$ cat src/rtl/lpm_pkg.sv
// Shared types and constants of the IPv4 longest-prefix-match route table.
package lpm_pkg;

	localparam int ADDR_BITS = 32;
	localparam int LEN_W     = 6;

	localparam logic OP_WRITE  = 1'b0;
	localparam logic OP_LOOKUP = 1'b1;

	localparam logic [LEN_W-1:0] MAX_LEN = LEN_W'(ADDR_BITS);

	typedef struct packed {
		logic                 valid;
		logic [LEN_W-1:0]     length;
		logic [ADDR_BITS-1:0] prefix;
		logic [ADDR_BITS-1:0] gateway;
	} route_entry_t;

	typedef struct packed {
		logic                 hit;
		logic [LEN_W-1:0]     length;
		logic [ADDR_BITS-1:0] gateway;
	} best_t;

	localparam int ENTRY_W = $bits(route_entry_t);

endpackage

$ cat src/rtl/lpm_best.sv
// Match test of one table entry and the running best-match register.
module lpm_best (
	input  logic                            clk,
	input  logic                            arst_n,
	input  logic                            clear,
	input  logic                            load,
	input  lpm_pkg::route_entry_t           entry,
	input  logic [lpm_pkg::ADDR_BITS-1:0]   dst,
	output lpm_pkg::best_t                  best
);
	import lpm_pkg::*;

	logic [ADDR_BITS-1:0] mask;
	logic                 take;
	logic                 hit_q;
	logic [LEN_W-1:0]     length_q;
	logic [ADDR_BITS-1:0] gateway_q;

	always_comb begin
		mask = {ADDR_BITS{1'b1}} << (MAX_LEN - entry.length);
		take = load && entry.valid && ((dst & mask) == entry.prefix)
			&& (!hit_q || (entry.length > length_q));
	end

	always_ff @(posedge clk or negedge arst_n) begin
		if (!arst_n) begin
			hit_q <= 1'b0;
		end else if (clear) begin
			hit_q <= 1'b0;
		end else if (take) begin
			hit_q <= 1'b1;
		end
	end

	always_ff @(posedge clk) begin
		if (take) begin
			length_q  <= entry.length;
			gateway_q <= entry.gateway;
		end
	end

	assign best = '{hit: hit_q, length: length_q, gateway: gateway_q};

endmodule

$ cat config.mk
export PLATFORM = sky130hd
export DESIGN_NAME = lpm_best
export DESIGN_NICKNAME = d
export VERILOG_FILES = /design/src/rtl/lpm_pkg.sv /design/src/rtl/lpm_best.sv
export SDC_FILE = /design/constraint.sdc
export NUM_CORES = 1
export LEC_CHECK = 0
export ABC_AREA = 0
export BUFFER_PORTS_ARGS = -buffer_cell sky130_fd_sc_hd__buf_2
export CAP_MARGIN = 40
export CORE_AREA = 2 2 88 90
export CTS_BUF_LIST = sky130_fd_sc_hd__clkbuf_4 sky130_fd_sc_hd__clkbuf_8
export DETAILED_ROUTE_END_ITERATION = 6
export DIE_AREA = 0 0 90 92
export PLACE_DENSITY = 0.74
export SYNTH_ARGS = -nofsm -noshare
export SYNTH_HDL_FRONTEND = slang
export SYNTH_SLANG_ARGS = --single-unit
$ cat constraint.sdc
create_clock -name clk -period 8.2 [get_ports clk]
set_input_delay 1.64 -clock clk [delete_from_list [all_inputs] [get_ports clk]]
set_output_delay 1.64 -clock clk [all_outputs]
set_load 0.05 [all_outputs]
==> run summary, run 1 <==
CP endpoint kind - flop
clock tree buffer depth - 2
row count - 32
CTS H-tree depth - 2
clock root buffer - clkbuf_8
CP Class - in -> reg
Power Internal - 0.0003913 W
CTS tree - built
vias in the first global route - 2965
Remaining Overflow, GRT - 0
Slew Viols, Final - 0
Final min period - 5.269 ns
pre-CTS setup slack - 2.663 ns
main combinational cell family by area after synthesis - compound AO/OA/AOI/OAI gates
Pwr Density - 135.7 nW/um^2
Post-CTS Setup Inserts - 0
Crit path required time - 8.19 ns
I/O Buffers - 145
Synth Area in XOR/XNOR - 3.062%
Core Area - 7447 um^2
First DRT Iteration DRCs - 299
worst-margin pin slew - 0.8443 ns
Remaining DRCs - 0
largest net degree at the start of global routing - 29
leading area contributor after synthesis - edfxtp_1
Post-CTS Hold Buffers - 0
Hold/Removal Path Class - reg -> reg
die extent in x - 90 um
drt wl/cell - 16.99 um
post-synth net total - 422
FILL cells - 735
Post-synth EDFFs - 38
Die H - 92 um
area of the multi-input gates - 1540 um^2
WL final - 9.260 mm
register area - 1166 um^2
die footprint - 8280 um^2
share of cells above drive strength 1 - 37.92%
share of power burned in the clock network - 35.8%
placed insts - 537
synthesis-stage register bit count - 39
initial antenna violation count - 0
DP HPWL - 7.602 mm
Post-CTS Resized - 0
crit path DAT - 5.26 ns
final instance area - 3806 um^2
Area after DPL - 3670 um^2
Critical path origin - entry[65]
final design utilization - 51.11%
mux contribution to synthesized area - 0%
Startpoint Class - input pin
Setup WS post-layout - 2.931 ns
area added between synthesis and finish - 33.07%
Final period util - 64.26%
routability congestion estimate - 0.9437
crit-path cells - buf_2, inv_1, ha_1, or4b_1, nor3_1, o21ai_0, xor2_1, nand4_1, a2111oi_2, nand4_1, a21oi_4, buf_16
Comb power frac - 21.9%
Yosys top cell area share - 39.90%
count of different cell masters after synthesis - 64
# clock sinks - 39
worst vdd ir - 66.16 uV
layout net count - 559
CTS buffer count - 5
Ports - 146
Clock Skew - 0.003090 ns
Synth Area in Compound Gates - 24.76%
worst path bufs/invs - 3
status - finished clean
Final ANT Viol Nets - 0
Clock Latency Late Sink - 0.28 ns
top_reg_cell synth - edfxtp_1
Area contributors post-synth - edfxtp_1 40%, o21ai_0 4.5%, ha_1 4.4%, a21oi_1 3.0%, inv_1 2.9%
Worst path most repeated cell - nand4_1
cell family with most CP delay - simple AND/OR/NAND/NOR gates
Sw Ratio - 24.22%
fmax - 189.8 MHz
relative slew slack - 43.52%
synthesized area per cell - 9.378 um^2
Final Hold Viols - 0
DR vias - 3068
synth warn - 0
mapped cell area - 2860 um^2
RR Startpoint - length_q[1]
flop-to-flop setup slack - 5.84 ns
Finished Layout Cells - 545
Post-Syn Instances - 305
drt first pass iters - 5
gr usage total - 22.28%
maxcap violations - 0
Flop pwr share - 42.3%
CP max stage cell - or4b_1
Post-Synth Simple-Gate Area - 21.26%
Initial Util - 38.41%
vias per cell - 5.629
Post-Synth Adder-Cell Area - 4.374%
critical path peak fanout - 28
Hold Crit Start - hit_q
P_leak - 1.600 nW
Clk pin slew, worst setup/hold paths - 0.07 ns
setup violators final - 0
Async SR Flop Fraction - 2.564%
sw power - 0.0001251 W
global-route wire length before repair - 14.55 mm
RSZ-0062 raised after global routing - false
register area share after synthesis - 40.77%
TNS Setup - 0 ns
number of antenna diodes - 0
Critical Path Max Stage Delay - 0.56 ns
-- routing by layer --
metal / wire length [um] / vias up / GRT usage, %
met4: 195 / 0 / 9.231
li1: - / 1449 / -
met3: 947 / 12 / 3.451
met2: 4382 / 210 / 37.47
met1: 3734 / 1397 / 28.71
met5: 0 / - / 0
-- cell usage after synthesis, types with 4 or more instances --
master,count
a211oi_1,5
a21oi_1,17
a31oi_1,4
clkbuf_1,9
edfxtp_1,38
ha_1,10
inv_1,22
nand2_1,17
nand2b_1,12
nand3_1,9
nand3b_1,5
nand4_1,7
nor2_1,13
nor2b_1,9
nor3_1,7
nor4_1,4
o2111ai_1,5
o21ai_0,26
o22ai_1,6
o32ai_1,4
or2_2,5
xnor2_1,5
xor2_1,5
-- cells by family (layout without fill, tap and decap cells) --
group | Yosys count | after routing
AND/OR/NAND/NOR | 106 | 106
XOR/XNOR | 10 | 10
AO/OA/AOI/OAI | 102 | 102
adder cells (fa/ha/maj) | 10 | 10
flip-flops | 39 | 39
buffers and inverters | 38 | 176
-- state kept, by name (all words and copies together) (netlist names) --
name and cells:
gateway_q 32, length_q 6, hit_q 1
-- metrics by stage --
stage	total power, W	hold WS, ns
finish	0.0005164	0.5753
global route	0.0005387	0.6066
CTS	0.0005192	0.5800
global placement	0.0003331	0.5590
floorplan	0.0002853	0.5019
detailed placement	0.0003341	0.5686
-- layout by cell type (no fill, tap or decap), types with 6 or more instances in the layout --
| cell type | n |
|---|---|
| ha_1 | 10 |
| o21ai_0 | 26 |
| inv_1 | 22 |
| nand2b_1 | 12 |
| edfxtp_1 | 38 |
| nand3_1 | 9 |
| nand2_1 | 17 |
| a21oi_1 | 16 |
| nor2_1 | 13 |
| nand4_1 | 7 |
| o22ai_1 | 6 |
| buf_2 | 145 |
| nor2b_1 | 9 |
| nor3_1 | 7 |
-- cell type report --
type                            instances  area share [%]
Inverter                               22           2.170
Tap cell                              102           3.353
Sequential cell                        39           30.64
Multi-Input combinational cell        228           40.47
Clock inverter                          2           1.578
Clock buffer                            6           2.005
Timing Repair Buffer                  146           19.79
-- power groups by stage --
stage | registers [W] | logic, W | clock network [W]
2_1_floorplan | 0.000223 | 0.0000625 | 0
3_3_place_gp | 0.000223 | 0.000110 | 0
3_5_place_dp | 0.000223 | 0.000111 | 0
4_1_cts | 0.000218 | 0.000112 | 0.000189
5_1_grt | 0.000218 | 0.000125 | 0.000195
6_report | 0.000218 | 0.000113 | 0.000185
-- final timing paths --
path / to / depth (start not counted)
max reg2reg: length_q[0] / 11
min: hit_q / 2
min in group asynchronous: hit_q / 1
max: length_q[0] / 12
max in group asynchronous: hit_q / 1
min reg2reg: hit_q / 2
-- worst reg2reg max path: stages (launching register included) --
cell	delay, ns
edfxtp_1	0.39
inv_1	0.07
ha_1	0.23
nor2b_1	0.13
o21a_1	0.16
o21ai_0	0.13
nand2b_1	0.07
a21oi_1	0.15
nor2b_1	0.06
o22ai_1	0.31
a21oi_4	0.20
buf_16	0.21
Note: power is estimated with default switching activity, not from simulation.
==> run 2, diff against run 1 <==
==> config.mk (replaced) <==
export PLATFORM = sky130hd
export DESIGN_NAME = lpm_best
export DESIGN_NICKNAME = d
export VERILOG_FILES = /design/src/rtl/lpm_pkg.sv /design/src/rtl/lpm_best.sv
export SDC_FILE = /design/constraint.sdc
export NUM_CORES = 1
export LEC_CHECK = 0
export ABC_AREA = 1
export BUFFER_PORTS_ARGS = -buffer_cell sky130_fd_sc_hd__buf_2
export CAP_MARGIN = 40
export CORE_AREA = 2 2 90 92
export CTS_BUF_LIST = sky130_fd_sc_hd__clkbuf_4 sky130_fd_sc_hd__clkbuf_8
export DETAILED_ROUTE_END_ITERATION = 6
export DIE_AREA = 0 0 92 94
export PLACE_DENSITY = 0.73
export SYNTH_ARGS = -nofsm -noshare
export SYNTH_HDL_FRONTEND = slang
export SYNTH_SLANG_ARGS = --single-unit
==> constraint.sdc (replaced) <==
create_clock -name clk -period 4.9 [get_ports clk]
set_input_delay 0.98 -clock clk [delete_from_list [all_inputs] [get_ports clk]]
set_output_delay 0.98 -clock clk [all_outputs]
set_load 0.05 [all_outputs]
==> run 2 against run 1 <==
Critical path type unchanged. Synthesized cell count grew 41%. Utilization about the same. Critical endpoint is now gateway_q[2]. Clock skew is 0.0047 ns higher. Highest routed layer unchanged. Largest cell class unchanged. Sequential share of layout area shrank 0.67 points. Count of clock-buffer cells in the layout down 1. Sequential power up 67%.
==> run summary, run 2 <==
reg2reg end - gateway_q[2]
critical path peak fanout - 38
relative slew slack - 64.43%
synthesized area per cell - 6.905 um^2
number of antenna diodes - 0
Area contributors post-synth - edfxtp_1 38%, nand2_1 19%, inv_1 9.1%, nor2_1 7.7%, nand3_1 7.1%
register area share after synthesis - 39.28%
CTS tree - built
worst vdd ir - 107.9 uV
Final period util - 74.80%
CTS buffer count - 5
Final Hold Viols - 0
Yosys top cell area share - 38.43%
RR Startpoint - length_q[5]
Final min period - 3.665 ns
layout net count - 694
Ports - 146
Reg2Reg Depth - 9
drt wl/cell - 13.04 um
Largest regs - gateway_q (32), length_q (6), hit_q (1)
I/O Buffers - 145
worst-margin pin slew - 0.5323 ns
Final ANT Viol Nets - 0
drt first pass iters - 4
Pwr Density - 205.3 nW/um^2
crit path DAT - 3.59 ns
Clk pin slew, worst setup/hold paths - 0.07 ns
row count - 32
Async SR Flop Fraction - 2.564%
most frequent cells in the layout - 150 x nand2_1, 145 x buf_2, 72 x inv_1
share of cells above drive strength 1 - 28.89%
initial antenna violation count - 0
DP HPWL - 7.574 mm
status - finished clean
Post-CTS Resized - 0
synthesis-stage register bit count - 39
Finished Layout Cells - 680
global-route wire length before repair - 13.59 mm
CP Class - in -> reg
placed insts - 672
post-synth net total - 547
Core Area - 7607 um^2
P_leak - 2.070 nW
FILL cells - 787
TNS Setup - 0 ns
Post-synth top cells - 150 x nand2_1, 72 x inv_1, 61 x nor2_1
Remaining DRCs - 0
clock root buffer - clkbuf_8
leading area contributor after synthesis - edfxtp_1
clock tree buffer depth - 2
First DRT Iteration DRCs - 182
CP endpoint kind - flop
DR vias - 3286
gr usage total - 20.11%
Post-CTS Hold Buffers - 0
area added between synthesis and finish - 31.06%
maxcap violations - 0
Remaining Overflow, GRT - 0
Initial Util - 39.03%
die footprint - 8648 um^2
count of different cell masters after synthesis - 25
Clock Latency Late Sink - 0.28 ns
Post-Syn Instances - 430
flop-to-flop setup slack - 2.78 ns
max FFs per register - 32
Hold/Removal Path Class - in -> async
Post-CTS Setup Inserts - 0
count leader, synth - nand2_1
commonest non-fill, non-tap cell in the layout - nand2_1
fmax - 272.8 MHz
WL final - 8.867 mm
vias in the first global route - 2908
mapped cell area - 2969 um^2
Clock Skew - 0.007758 ns
routability congestion estimate - 0.9509
RSZ-0062 raised after global routing - false
synth warn - 0
Post-synth EDFFs - 38
# clock sinks - 39
final design utilization - 51.15%
setup violators final - 0
CTS H-tree depth - 2
vias per cell - 4.832
Die H - 94 um
Crit path required time - 4.82 ns
top_reg_cell synth - edfxtp_1
largest net degree at the start of global routing - 39
Startpoint Class - input pin
hold_ws - 0.4664 ns
die extent in x - 92 um
Top reg by flops - gateway_q
Slew Viols, Final - 0
==> run 2: cell types whose count changed in the layout (fill, tap and decap cells not counted), moves of 6 or more <==
cell      change
nand3_1      +33
nand2_1     +133
nand2b_1     -12
nor2b_1       -9
o21ai_0      -21
nor2_1       +47
inv_1        +50
nand4_1      +13
o22ai_1       -6
a21oi_1      -13
nor3_1        -7
==> run 2: power breakdown <==
part | switching, W | internal (W) | leakage (nW) | total, W
registers | 0.0000000000000284 | 0.000365 | 0.355 | 0.000365
logic | 0.000114 | 0.0000708 | 1.66 | 0.000185
clock network | 0.000100 | 0.000149 | 0.0556 | 0.000249
==> run 2: layout make-up <==
| cell class | instances | area [um^2] | share of cell area [%] |
|---|---|---|---|
| Multi-Input combinational cell | 313 | 1486 | 38.20 |
| Inverter | 72 | 270.3 | 6.945 |
| Clock buffer | 5 | 68.82 | 1.768 |
| Clock inverter | 3 | 38.79 | 0.9968 |
| Timing Repair Buffer | 146 | 733.2 | 18.84 |
| Tap cell | 102 | 127.6 | 3.280 |
| Sequential cell | 39 | 1166 | 29.97 |
==> run 2: metal layers <==
metal	vias to the layer above	wire [um]	GRT usage, %
li1	1668	-	-
met1	1454	3653	25.66
met2	149	4308	35.48
met3	15	691	2.006
met4	0	214	7.214
met5	-	0	0
==> run 2: worst max-delay path: stages <==
cell     delay [ns]
buf_2          0.13
inv_1          0.22
ha_1           0.30
inv_1          0.08
nand2_1        0.08
nand2_1        0.18
nand2_1        0.15
nand2_1        0.10
nor2_1         0.18
nand2_1        0.11
nand2_1        0.08
nand4_1        0.09
nor2_1         0.15
nand2_1        0.07
nor2_1         0.10
nand2_1        0.09
nor2_4         0.07
buf_4          0.40
==> run 2: worst max-delay path by stage <==
stage,from,endpoint,cells past startpoint
floorplan,entry[64],gateway_q[0],16
CTS,entry[64],gateway_q[31],18
finish,entry[64],gateway_q[2],18
global placement,entry[64],gateway_q[13],18
global route,entry[64],gateway_q[2],18
detailed placement,entry[64],gateway_q[12],18
==> run 2: cells by family (layout without fill, tap and decap cells) <==
logic type	after synthesis	count (layout)	synth area share (%)
AOI/OAI and AO/OA	15	15	3.076
DFF	39	39	39.27
adders and majority gates	10	10	4.214
and+or+nand+nor	288	288	42.52
buffers and inverters	78	226	10.91
==> run 2: metrics by stage <==
| step | cell area (um^2) | setup slack [ns] | total power [W] |
|---|---|---|---|
| detailed placement | 3784 | 0.9625 | 0.0005556 |
| global route | 3891 | 0.8805 | 0.0008419 |
| floorplan | 2969 | 0.3691 | 0.0004806 |
| global placement | 3784 | 1.014 | 0.0005524 |
| finish | 3891 | 1.235 | 0.0007989 |
| CTS | 3891 | 1.272 | 0.0008047 |
