`src/rtl/lpm_ram.sv`:
```
// Generic single-port-write, single-port-read RAM with a registered read.
module lpm_ram #(
	parameter int WIDTH = 8,
	parameter int DEPTH = 64,
	parameter int AW    = (DEPTH > 1) ? $clog2(DEPTH) : 1
) (
	input  logic             clk,
	input  logic             we,
	input  logic [AW-1:0]    waddr,
	input  logic [WIDTH-1:0] wdata,
	input  logic [AW-1:0]    raddr,
	output logic [WIDTH-1:0] rdata
);

	logic [WIDTH-1:0] mem [DEPTH];

	always_ff @(posedge clk) begin
		if (we) begin
			mem[waddr] <= wdata;
		end
		rdata <= mem[raddr];
	end

endmodule

```
`config.mk`:
```
export PLATFORM = sky130hd
export DESIGN_NAME = lpm_ram
export DESIGN_NICKNAME = d
export VERILOG_FILES = /design/src/rtl/lpm_ram.sv
export SDC_FILE = /design/constraint.sdc
export NUM_CORES = 1
export LEC_CHECK = 0
export ABC_AREA = 1
export BUFFER_PORTS_ARGS = -buffer_cell sky130_fd_sc_hd__buf_2
export CORE_MARGIN = 4
export CORE_UTILIZATION = 45
export CTS_CLUSTER_DIAMETER = 80
export DETAILED_ROUTE_END_ITERATION = 16
export GPL_TIMING_DRIVEN = 1
export PLACE_DENSITY = 0.65
export SYNTH_ARGS = -nofsm -noshare
export SYNTH_HDL_FRONTEND = slang
export SYNTH_SLANG_ARGS = --single-unit
```
`constraint.sdc`:
```
create_clock -name clk -period 4 [get_ports clk]
set_input_delay 1 -clock clk [delete_from_list [all_inputs] [get_ports clk]]
set_output_delay 1 -clock clk [all_outputs]
set_load 0.02 [all_outputs]
```
==> run summary, run 1 <==
The run finished with clean final reports. The worst hold path terminates at rdata[0]$_DFF_P_. The total track usage is 21.2%. Counting the buffers created by CTS gives 53. The initial utilization of the core area, before any placement, comes to 45.6%. For this run, the slowest stage of the critical path takes 0.65 ns. The critical path goes through clkbuf_8, buf_4, nand2_1, nand3_1, nand3_1, nand2_1, nand2_1, nand3_1, nand3_1, nand2_1.

In this run the critical register-to-register path is captured at rdata[7]$_DFF_P_. The setup-violating endpoint count in the final report is 0. The type of the tightest min-delay check is reg2reg. The number of nets at the end of the flow came out at 1903. Buffers inserted to repair hold after CTS numbered 0. The minimum setup slack after placement came out at a little over 1 ns.

In this run the tool buffered the top-level ports with 29 buffer cells. The average vias per placed instance came out at 5.60. TritonCTS built the clock tree. The slew of the pin with the lowest slew margin came out at 1.34 ns. The sink count of the clock tree is between 500 and 600.

The clock tree synthesis step divided the H-tree into 2 levels. The HPWL after detailed placement is 31200 um. The first global-routing pass estimated 82400 um of wire.

The ratio of cells with drive above 1 in the final layout is between 10% and 20%. For the worst setup path, the data arrival time is 2.97 ns. The category of the most critical setup path is in2reg. The pre-antenna-repair detailed-routing pass consisted of 5 iterations.

The total routed wirelength is 54500 um. The normalized max-slew margin is approximately a tenth. From synthesis to final layout, the design area changed by 12.4%.

The number of buffers on the longest clock path is 3. The number of routed nets with antenna violations came out at 0. The highest attainable clock frequency came out at 412 MHz. The number of synthesized register bits is 520. The number of placement rows came out at 79. The final-report hold violation count came out at 0. The final critical delay including setup and external delays came out at between 2 and 2.5 ns. The largest net degree at the start of global routing is around 130. The max-slew violation count is 0. The Yosys warning count came out at 0.

The latest clock arrival within the worst-skew pair came out at ~0.6 ns. The detailed router placed 14200 vias in this run. The count of cells along the worst hold path is 8. The floorplan die width is 226 um. The core area is roughly 47000 um^2. The congestion estimate from routability-driven global placement came to 0.855.

The mean cell area of the mapped netlist is 11.8 um^2. The die is approximately 230 um tall. The static leakage power came out at 8.76 nW. The initial antenna violation count is 1.

The minimum setup slack among reg-to-reg paths is 2.51 ns. The worst setup path is launched from an input port. The final routed DRC violation total is 0. The cell sitting at the root of the clock tree is a clkbuf_16. The least setup slack across all paths after layout came out at 1.57 ns. The sum of negative setup slack came out at 0 ns. The area share of the largest cell type after synthesis is 72.0%. For the final database, setup skew stands at 0.0178 ns. The share of the clock period used by the worst path is 60.7%. In this run the post-CTS setup repair buffer count came out at 0. The iteration-0 DRC count of the detailed router is 1827. The completed layout was analyzed and its total power is 11.6 mW. Setup repair after global routing left no endpoint under its margin. Counting every net in the synthesized netlist gives approximately 1800. edfxtp_1 takes more of the synthesized area than any other cell.

The slowest cell on the critical path is buf_4. The maximum net fanout on the critical path came out at 72. The worst vdd rail ir drop came out at 0.352 mV. In this run the critical register-to-register path is launched from mem[3][7]$_DFFE_PP_. Sorting the synthesized cells by area gives the leading types as edfxtp_1 (72%), nand2_1 (11%), nand3_1 (10%).

The launch instance of the worst min-delay path is mem[6][0]$_DFFE_PP_. The clock slew seen by the registers of the worst setup and hold paths came out at 0.06 ns. The worst hold margin is 0.830 ns. The unique cell type count in the Yosys netlist came out at 16. The via count of the first global-routing pass is 13300. The number of max-cap violations is 0. The number of cells on the worst reg-to-reg path is 8. The share of the Yosys chip area taken by registers is 72.8%. The post-synthesis cell area is 21300 um^2.

Cells fill 51.3% of the core in the end. The required time of the worst setup path is 4.54 ns. The I/O pin count is 30.

The power per unit of standard cell area is 483 nW/um^2. The die covers 51000 um^2. The synthesized instance count is between 1500 and 2000.

The wire length per cell came out at ~22 um. Once the clock tree was built, the resizer swapped 0 gates to a different size. The overall overflow remaining after global route is 0. The nature of the critical path endpoint is a flop.
==> kinds of logic after synthesis <==
logic type / Yosys count / share of synthesized area, %
DFF: 520 / 72.8
buffers and inverters: 125 / 4.02
and+or+nand+nor: 1160 / 23.2
==> worst max path at each step <==
stage | slack, ns | from | endpoint
finish | 1.57 | raddr[0] | rdata[5]$_DFF_P_
global route | 1.39 | raddr[0] | rdata[5]$_DFF_P_
CTS | 1.65 | raddr[0] | rdata[5]$_DFF_P_
detailed placement | 1.03 | raddr[0] | rdata[5]$_DFF_P_
global placement | 1.08 | raddr[0] | rdata[3]$_DFF_P_
floorplan | 1.23 | we | mem[48][0]$_DFFE_PP_
==> registers in the layout (all words and copies together), names as in the netlist <==
signal	flops
mem	512
rdata	8
==> cell usage after synthesis <==
cell,count
nand2_1,648
edfxtp_1,512
nand3_1,439
nor2_1,56
buf_2,37
buf_6,35
clkbuf_1,15
buf_4,14
buf_1,10
inv_1,10
nand4_1,9
dfxtp_1,8
nor4_1,8
buf_8,2
inv_2,1
inv_6,1
==> power by group <==
| group | switching [mW] | leakage (nW) | internal [mW] |
|---|---|---|---|
| sequential | 0.0177 | 4.67 | 6.03 |
| clock | 2.03 | 0.824 | 2.76 |
| combinational | 0.549 | 3.27 | 0.179 |
| total | 2.60 | 8.76 | 8.97 |
==> cell type report <==
class / count / area, um^2
Antenna cell: 1 / 2.50
Tap cell: 607 / 759
Inverter: 12 / 52.6
Clock buffer: 75 / 1480
Fill cell: 3996 / 22800
Sequential cell: 520 / 15500
Timing Repair Buffer: 134 / 1020
Clock inverter: 23 / 185
Multi-Input combinational cell: 1160 / 4950
==> per-layer routing <==
metal	vias up	part of all wire (%)	track usage, %
li1	6499	-	-
met1	6938	43	31.2
met2	645	45	31.9
met3	101	9.1	4.47
met4	0	2.8	6.48
met5	-	0	0
==> layout by cell type (no fill, tap or decap) <==
cell type,n
bufinv_16,3
buf_2,27
clkbuf_1,17
edfxtp_1,512
clkbuf_8,4
nand4_1,9
clkinv_2,12
buf_12,6
inv_1,9
diode_2,1
nand2_1,648
nand3_1,439
nor2_1,56
inv_2,1
inv_6,2
clkbuf_16,55
clkinv_1,7
nor4_1,8
buf_4,100
inv_4,1
dfxtp_1,8
==> critical path: cells and delay by family <==
family / cells / cell delay, ns
AND/OR/NAND/NOR: 8 / 1.02
buffers and inverters: 2 / 0.88
==> per-stage QoR <==
stage / std cells / instance area (um^2)
floorplan: 1805 / 21300
global placement: 2433 / 22300
detailed placement: 2433 / 22300
CTS: 2531 / 24000
global route: 2531 / 24000
finish: 2532 / 24000
No activity file was read; power rests on OpenSTA's default activity.
==> run 2: changes to the inputs <==
--- a/config.mk
+++ b/config.mk
@@ -12,7 +12,7 @@
 export CTS_CLUSTER_DIAMETER = 80
 export DETAILED_ROUTE_END_ITERATION = 16
 export GPL_TIMING_DRIVEN = 1
-export PLACE_DENSITY = 0.65
+export PLACE_DENSITY = 0.67
 export SYNTH_ARGS = -nofsm -noshare
 export SYNTH_HDL_FRONTEND = slang
 export SYNTH_SLANG_ARGS = --single-unit
==> constraint.sdc (replaced) <==
create_clock -name clk -period 2.2 [get_ports clk]
set_input_delay 0.55 -clock clk [delete_from_list [all_inputs] [get_ports clk]]
set_output_delay 0.55 -clock clk [all_outputs]
set_load 0.02 [all_outputs]
==> run 2 against run 1 <==
Net effect: register-to-register slack got worse by 1.7 ns; utilization increased by 1.1 points; sequential cell count unchanged; clock skew up 0.0072 ns; largest cell class unchanged; power is 86% higher.
==> run summary, run 2 (synthesis results as in run 1) <==
The run finished with clean final reports. The clock slew seen by the registers of the worst setup and hold paths is ~0.070 ns. Timing analysis after detailed placement gives a worst setup slack of -0.00109 ns.

The first global-routing pass estimated roughly 81000 um of wire. The sequential cell area is 15500 um^2. The combined area of the multi-input logic cells is roughly 4900 um^2. The floorplan has 79 rows. The number of buffers on the longest clock path is 3. The average vias per placed instance is 5.50. The weighted congestion reported at the end of routability-driven placement came out at just over 0.9.

The share of total power in the clock network is 42.6%. Among all stages on the critical path, the largest delay is contributed by dfxtp_1. TritonCTS built the clock tree. The max-slew violation count is 0. Hold repair after CTS inserted 0 buffers. The HPWL after detailed placement is about 31000 um.

The power dissipated by switching net loads came out at 4.70 mW. The largest registers in the layout are mem (512), rdata (8). The top cell types in the final layout, fill and taps aside, are nand2_1 (648), edfxtp_1 (512), nand3_1 (439).

The setup-violating endpoint count in the final report is 0. The number of port buffers came out at 29. The path class of the tightest hold or removal check is in2reg. In this run the number of cells on the critical path is 1. The latest clock arrival within the worst-skew pair came out at 0.60 ns.

Cells fill 52.4% of the core in the end. The critical path is of the reg2out type. Based on the critical path, the design can be clocked at up to 529 MHz.

Cells with a size suffix above 1 make up 12.3% of the layout. The kind of cell with the highest combined delay along the critical path is flip-flops. The total buffers and inverters traversed by the critical path came out at 1.

The static leakage power is 9.01 nW. The overall overflow remaining after global route is 0. The switching share of power came out at 21.8%. Leaving out fill and tap cells, the most frequent cell in the layout is nand2_1. The layout overhead on the synthesized area is 14.9%. In this run the register-to-register setup slack is 0.79 ns. The H-tree depth is 2. The total routed wirelength came out at around 53000 um. The initial antenna violation count is 1.

Walking the worst path, the cells encountered are buf_2. The post-route cell area came out at 24500 um^2. The capture point of the worst reg-to-reg path is rdata[0]$_DFF_P_. Once the clock tree was built, the setup fixing pass inserted 0 buffers.

For the worst flop-to-flop path, the logic depth is 8. The total clock buffers created by CTS came out at 52. The total track usage is 20.6%.

The first-pass iteration count of the detailed router is 5. The number of nets at the end of the flow came out at 1927. The total number of vias is 14100. The least setup slack across all paths after layout is 0.310 ns. The final-report hold violation count came out at 0.

The final critical delay including setup and external delays came out at approximately 1.9 ns. The count of instances resized after the clock tree is built came out at 0. The initial utilization of the core area, before any placement, comes to 45.6%. After the first detailed-routing iteration, the DRC count stood at 1537.

The internal power contribution is 16.9 mW. The signal arrival time at the worst endpoint came out at between 1 and 1.5 ns. STA classifies the critical path endpoint as an output pin. The area enclosed by the die boundary is between 50000 and 60000 um^2. More flip-flops sit in one register than any other, and that register is mem. The via count of the first global-routing pass is 13800.

The longest individual stage delay on the worst path is 0.51 ns. The wire length per cell came out at approximately 21 um. The I/O pin count came out at 30.

The critical path ends at rdata[6]. The worst vdd rail ir drop is between 0.5 and 0.6 mV. The maximum net fanout on the critical path came out at 1.

Sequential cells account for between 50% and 60% of the total power. The core area is 46800 um^2. The worst clock skew came out at between 0.02 and 0.025 ns. The final standard cell count with taps included and fillers excluded is 2556. The register with the most flip-flops in the layout has just over 500 of them. The slew of the pin with the lowest slew margin is 1.13 ns.

The number of max-cap violations came out at 0. The required time of the worst setup path is approximately 1.7 ns. The number of cells in the design after placement came out at between 2000 and 2500. The number of inserted filler cells in the final layout came out at 3882. The sink count of the clock tree is 520. Entering global routing, the biggest net connects 67 pins.

The critical path starts at rdata[6]$_DFF_P_. The floorplan die width came out at 226 um. The root buffer cell chosen for the clock tree is clkbuf_16. The share of total power dissipated in combinational logic is 6.4%.

The detail route stage leaves a number of antenna-violating nets equal to 0. The design draws 21.6 mW. Setup repair after global routing left no endpoint under its margin. After detailed routing, the number of remaining DRC violations is 0. The kind of start point of the critical path is a flop. The worst pin sits at a relative slew slack of 24.4%. The launch point of the worst reg-to-reg path is mem[31][0]$_DFFE_PP_. Measured along the y axis, the die boundary spans 226 um.

Dividing total power by cell area gives a power density of 880 nW/um^2. In the finished design, the share of the clock period the worst path needs comes to 85.9%. The placed instance area came out at roughly 23000 um^2.
==> run 2: layer usage <==
layer / wire [um] / vias to the layer above / global-route usage [%]
met2: 24500 / 554 / 32.7
met3: 4320 / 102 / 4.68
met1: 22300 / 6850 / 28.6
li1: - / 6553 / -
met4: 1420 / 2 / 6.72
met5: 13 / - / 0
==> run 2: worst register-to-register path, stage by stage (launching register included) <==
cell	delay, ns
edfxtp_1	0.35
nand2_1	0.07
nand3_1	0.07
nand3_1	0.12
nand2_1	0.11
nand2_1	0.07
nand3_1	0.14
nand3_1	0.29
nand2_1	0.08
==> run 2: power groups by stage <==
stage               combinational, mW  sequential [mW]  clock [mW]
floorplan                       0.771             11.2           0
global placement                 1.36             11.2           0
detailed placement               1.38             11.2           0
CTS                              1.38             11.0        9.33
global route                     1.51             11.0        9.77
finish                           1.39             11.0        9.18
==> run 2: worst min path at each step <==
stage / from / endpoint / slack [ns] / cells past startpoint
2_1_floorplan: wdata[0] / mem[0][0]$_DFFE_PP_ / 0.65 / 0
3_3_place_gp: mem[32][1]$_DFFE_PP_ / rdata[1]$_DFF_P_ / 0.80 / 8
3_5_place_dp: mem[32][0]$_DFFE_PP_ / rdata[0]$_DFF_P_ / 0.80 / 8
4_1_cts: raddr[5] / rdata[0]$_DFF_P_ / 0.31 / 3
5_1_grt: raddr[5] / rdata[1]$_DFF_P_ / 0.33 / 3
6_report: raddr[5] / rdata[0]$_DFF_P_ / 0.34 / 3
==> run 2: final cells by class <==
| type | count | share of cell area, % |
|---|---|---|
| clock buffer | 66 | 5.65 |
| clock inverter | 31 | 1.56 |
| inverter | 12 | 0.214 |
| tap | 607 | 3.10 |
| timing repair buffer | 159 | 5.93 |
| antenna | 1 | 0.0102 |
| multi-input combinational | 1160 | 20.2 |
| sequential | 520 | 63.4 |
==> run 2: per-stage QoR <==
step / TNS [ns] / hold slack, ns
2_1_floorplan: -7.43 / 0.649
3_3_place_gp: -0.0123 / 0.800
3_5_place_dp: -0.00109 / 0.803
4_1_cts: 0 / 0.305
5_1_grt: 0 / 0.333
6_report: 0 / 0.338
==> run 3: changes to the inputs <==
--- a/config.mk
+++ b/config.mk
@@ -12,7 +12,7 @@
 export CTS_CLUSTER_DIAMETER = 80
 export DETAILED_ROUTE_END_ITERATION = 16
 export GPL_TIMING_DRIVEN = 1
-export PLACE_DENSITY = 0.67
+export PLACE_DENSITY_LB_ADDON = 0.25
 export SYNTH_ARGS = -nofsm -noshare
 export SYNTH_HDL_FRONTEND = slang
 export SYNTH_SLANG_ARGS = --single-unit
==> run 3 against run 2 <==
Net effect: sequential cell count did not move; register-to-register slack improved by 0.03 ns; sequential power barely moved; combinational power barely moved; design area fell by 0.76%; sequential share of layout area rose by 0.48 points; die area did not move; first-iteration DRC count fell by 5.3%; fmax rose by 5.1%; critical endpoint is now rdata[3]; largest cell class unchanged; highest routed layer is now met4.
==> run summary, run 3 (synthesis results as in run 1) <==
The I/O pin count came out at 30. Setup repair after global routing left no endpoint under its margin. The iteration-0 DRC count of the detailed router came out at 1455. The path class of the tightest hold or removal check is in2reg. The average vias per placed instance came out at 5.43. The number of max-cap violations is 0.

The sink count of the clock tree is 520. The switching share of power is approximately 22%. Combinational logic burns roughly 6.7% of the power.

After layout, the worst path uses 81.7% of the clock period. STA classifies the critical path startpoint as a flop. Global routing used 20.8% of the available tracks across all layers. The dominant delay contributor by cell family on the critical path is flip-flops.

The internal power contribution came out at 16.1 mW. The number of buffers and inverters on the critical path is 1. Static timing analysis puts the maximum clock frequency at 556 MHz.

The core region is 46800 um^2. The die is 226 um wide. The number of inserted filler cells in the final layout is 4002. Data on the critical path is required at its endpoint by 1.65 ns. The worst vdd rail ir drop is 0.840 mV. The number of buffers on the longest clock path is 3. The power dissipated by switching net loads is 4.61 mW. The post-route cell area is roughly 24000 um^2.

The final critical delay including setup and external delays is between 1.5 and 2 ns. The largest net degree at the start of global routing is 65. The analysis attributes to cell leakage a power of 8.92 nW.

Setup violations remaining at the end of the flow were counted as 0. The layout overhead on the synthesized area is 14.0%. The end-of-flow core utilization is between 50 and 60%. The worst hold margin came out at 0.237 ns. The register with the most flip-flops in the final layout is mem. The signal on the critical path passes through buf_2. On the worst path, the slowest cell contributes a delay of 0.45 ns.

The placed instance area is 22700 um^2. The initial standard-cell utilization of the core came out at roughly 46%. In the final layout, the share of cells above drive strength 1 is 11.7%. Buffers placed on the I/O ports in this run total 29. The final routed DRC violation total came out at 0. The signal arrival time at the worst endpoint is 1.25 ns. The number of nets at the end of the flow came out at 1923.

The via count of the first global-routing pass came out at 13500. The number of flip-flops in the largest register is 512. The H-tree generated during clock tree synthesis spans 2 levels. The HPWL after detailed placement came out at 31600 um.

In this run the clock root is driven by a clkbuf_16. The final standard cell count with taps included and fillers excluded came out at 2549. The category of the most critical setup path is reg2out. For this design, the slowest cell found on the critical path is dfxtp_1. The number of cells in the design after placement came out at 2453. TritonCTS built the clock tree.

In the final layout, the registers with the most flip-flops are mem (512), rdata (8). The final-report hold violation count is 0. Setup slack on the critical path of the routed design comes to 0.403 ns. The total clock buffers created by CTS is 53.

The number of setup buffers added after CTS is 0. After detailed routing, the average wire length per cell comes to 20.7 um. The floorplan step set the die height to 226 um. The maximum net fanout on the critical path came out at 1. The clock slew seen by the registers of the worst setup and hold paths is roughly 0.060 ns. The flow ran to the end, and the final reports show no timing, DRC or antenna violations. The total number of vias came out at around 14000. In this run the core area contains 79 standard-cell rows. The sequential fraction of design power is 53.0%. The slew of the pin with the lowest slew margin came out at between 0.7 and 0.8 ns. The library cells used most frequently in the layout, excluding fill and tap cells, are nand2_1 (648), edfxtp_1 (512), nand3_1 (439). The normalized max-slew margin came out at 47.2%. The hold buffer count at CTS is 0. After detailed routing, the total wire length is 52700 um. The first detailed-routing pass took 5 iterations. After clock tree synthesis, the repair step resized 0 gates. The count of nets left with antenna violations once routing finished came out at 0. The weighted congestion reported at the end of routability-driven placement came out at between 0.8 and 0.9. The max-slew violation count is 0. The initial antenna violation count came to 1. The share of total power dissipated in the clock network is 40.3%. The first-pass GRT wire length came out at 81200 um. The worst setup path is captured at an output pin. The area enclosed by the die boundary is 51000 um^2. The minimum setup slack after placement is slightly above 0.005 ns. The latest clock arrival within the worst-skew pair came out at about 0.59 ns. For this run the aggregate overflow at the end of global routing stands at 0. Leaving out fill and tap cells, the most frequent cell in the layout is nand2_1. Power spread over the standard cell area amounts to 852 nW/um^2. The worst clock skew came out at 0.0190 ns.
-- run 3: cell count changes in the layout (fill, tap and decap cells not counted), sizes merged --
cell      before  now
buf          159  154
inv           14   12
clkinv        18   24
clkinvlp       2    1
bufinv         9    3
clkbuf        66   67
-- run 3: worst paths after layout --
check | end | slack, ns | startpoint | depth (start not counted)
worst min-delay path | mem[30][5]$_DFFE_PP_ | 0.24 | wdata[5] | 1
worst max-delay path | rdata[3] | 0.40 | rdata[3]$_DFF_P_ | 1
worst min register to register | rdata[3]$_DFF_P_ | 0.81 | mem[42][3]$_DFFE_PP_ | 8
worst max register to register | rdata[0]$_DFF_P_ | 0.82 | mem[55][0]$_DFFE_PP_ | 8
-- run 3: area by class of cell --
class / instances / area (um^2) / share of cell area [%]
clock inverter: 28 / 204 / 0.838
tap: 607 / 759 / 3.12
inverter: 12 / 52.6 / 0.216
clock buffer: 67 / 1380 / 5.67
sequential: 520 / 15500 / 63.8
multi-input combinational: 1160 / 4950 / 20.3
antenna: 1 / 2.50 / 0.0103
timing repair buffer: 154 / 1460 / 5.98
-- run 3: stage by stage --
step                      power, mW  TNS [ns]
after CTS                      20.9         0
after global routing           21.5         0
after global placement         12.6   -0.0173
final                          20.7         0
after detailed placement       12.6         0
after floorplan                12.0     -7.43
-- run 3: layer usage --
layer  global-route usage (%)  vias up  wire length (um)  share of wire [%]
met1                     29.3     6709             22800                 43
met2                     33.3      473             24800                 47
met5                        0        -                 0                  0
li1                         -     6550                 -                  -
met4                     5.65        0              1350                2.6
met3                     4.33       98              3780                7.2
-- run 3: power groups by stage --
stage | combinational, mW | sequential (mW) | clock (mW)
floorplan | 0.771 | 11.2 | 0
global placement | 1.38 | 11.2 | 0
detailed placement | 1.40 | 11.2 | 0
CTS | 1.40 | 11.0 | 8.52
global route | 1.53 | 11.0 | 8.98
finish | 1.39 | 11.0 | 8.35
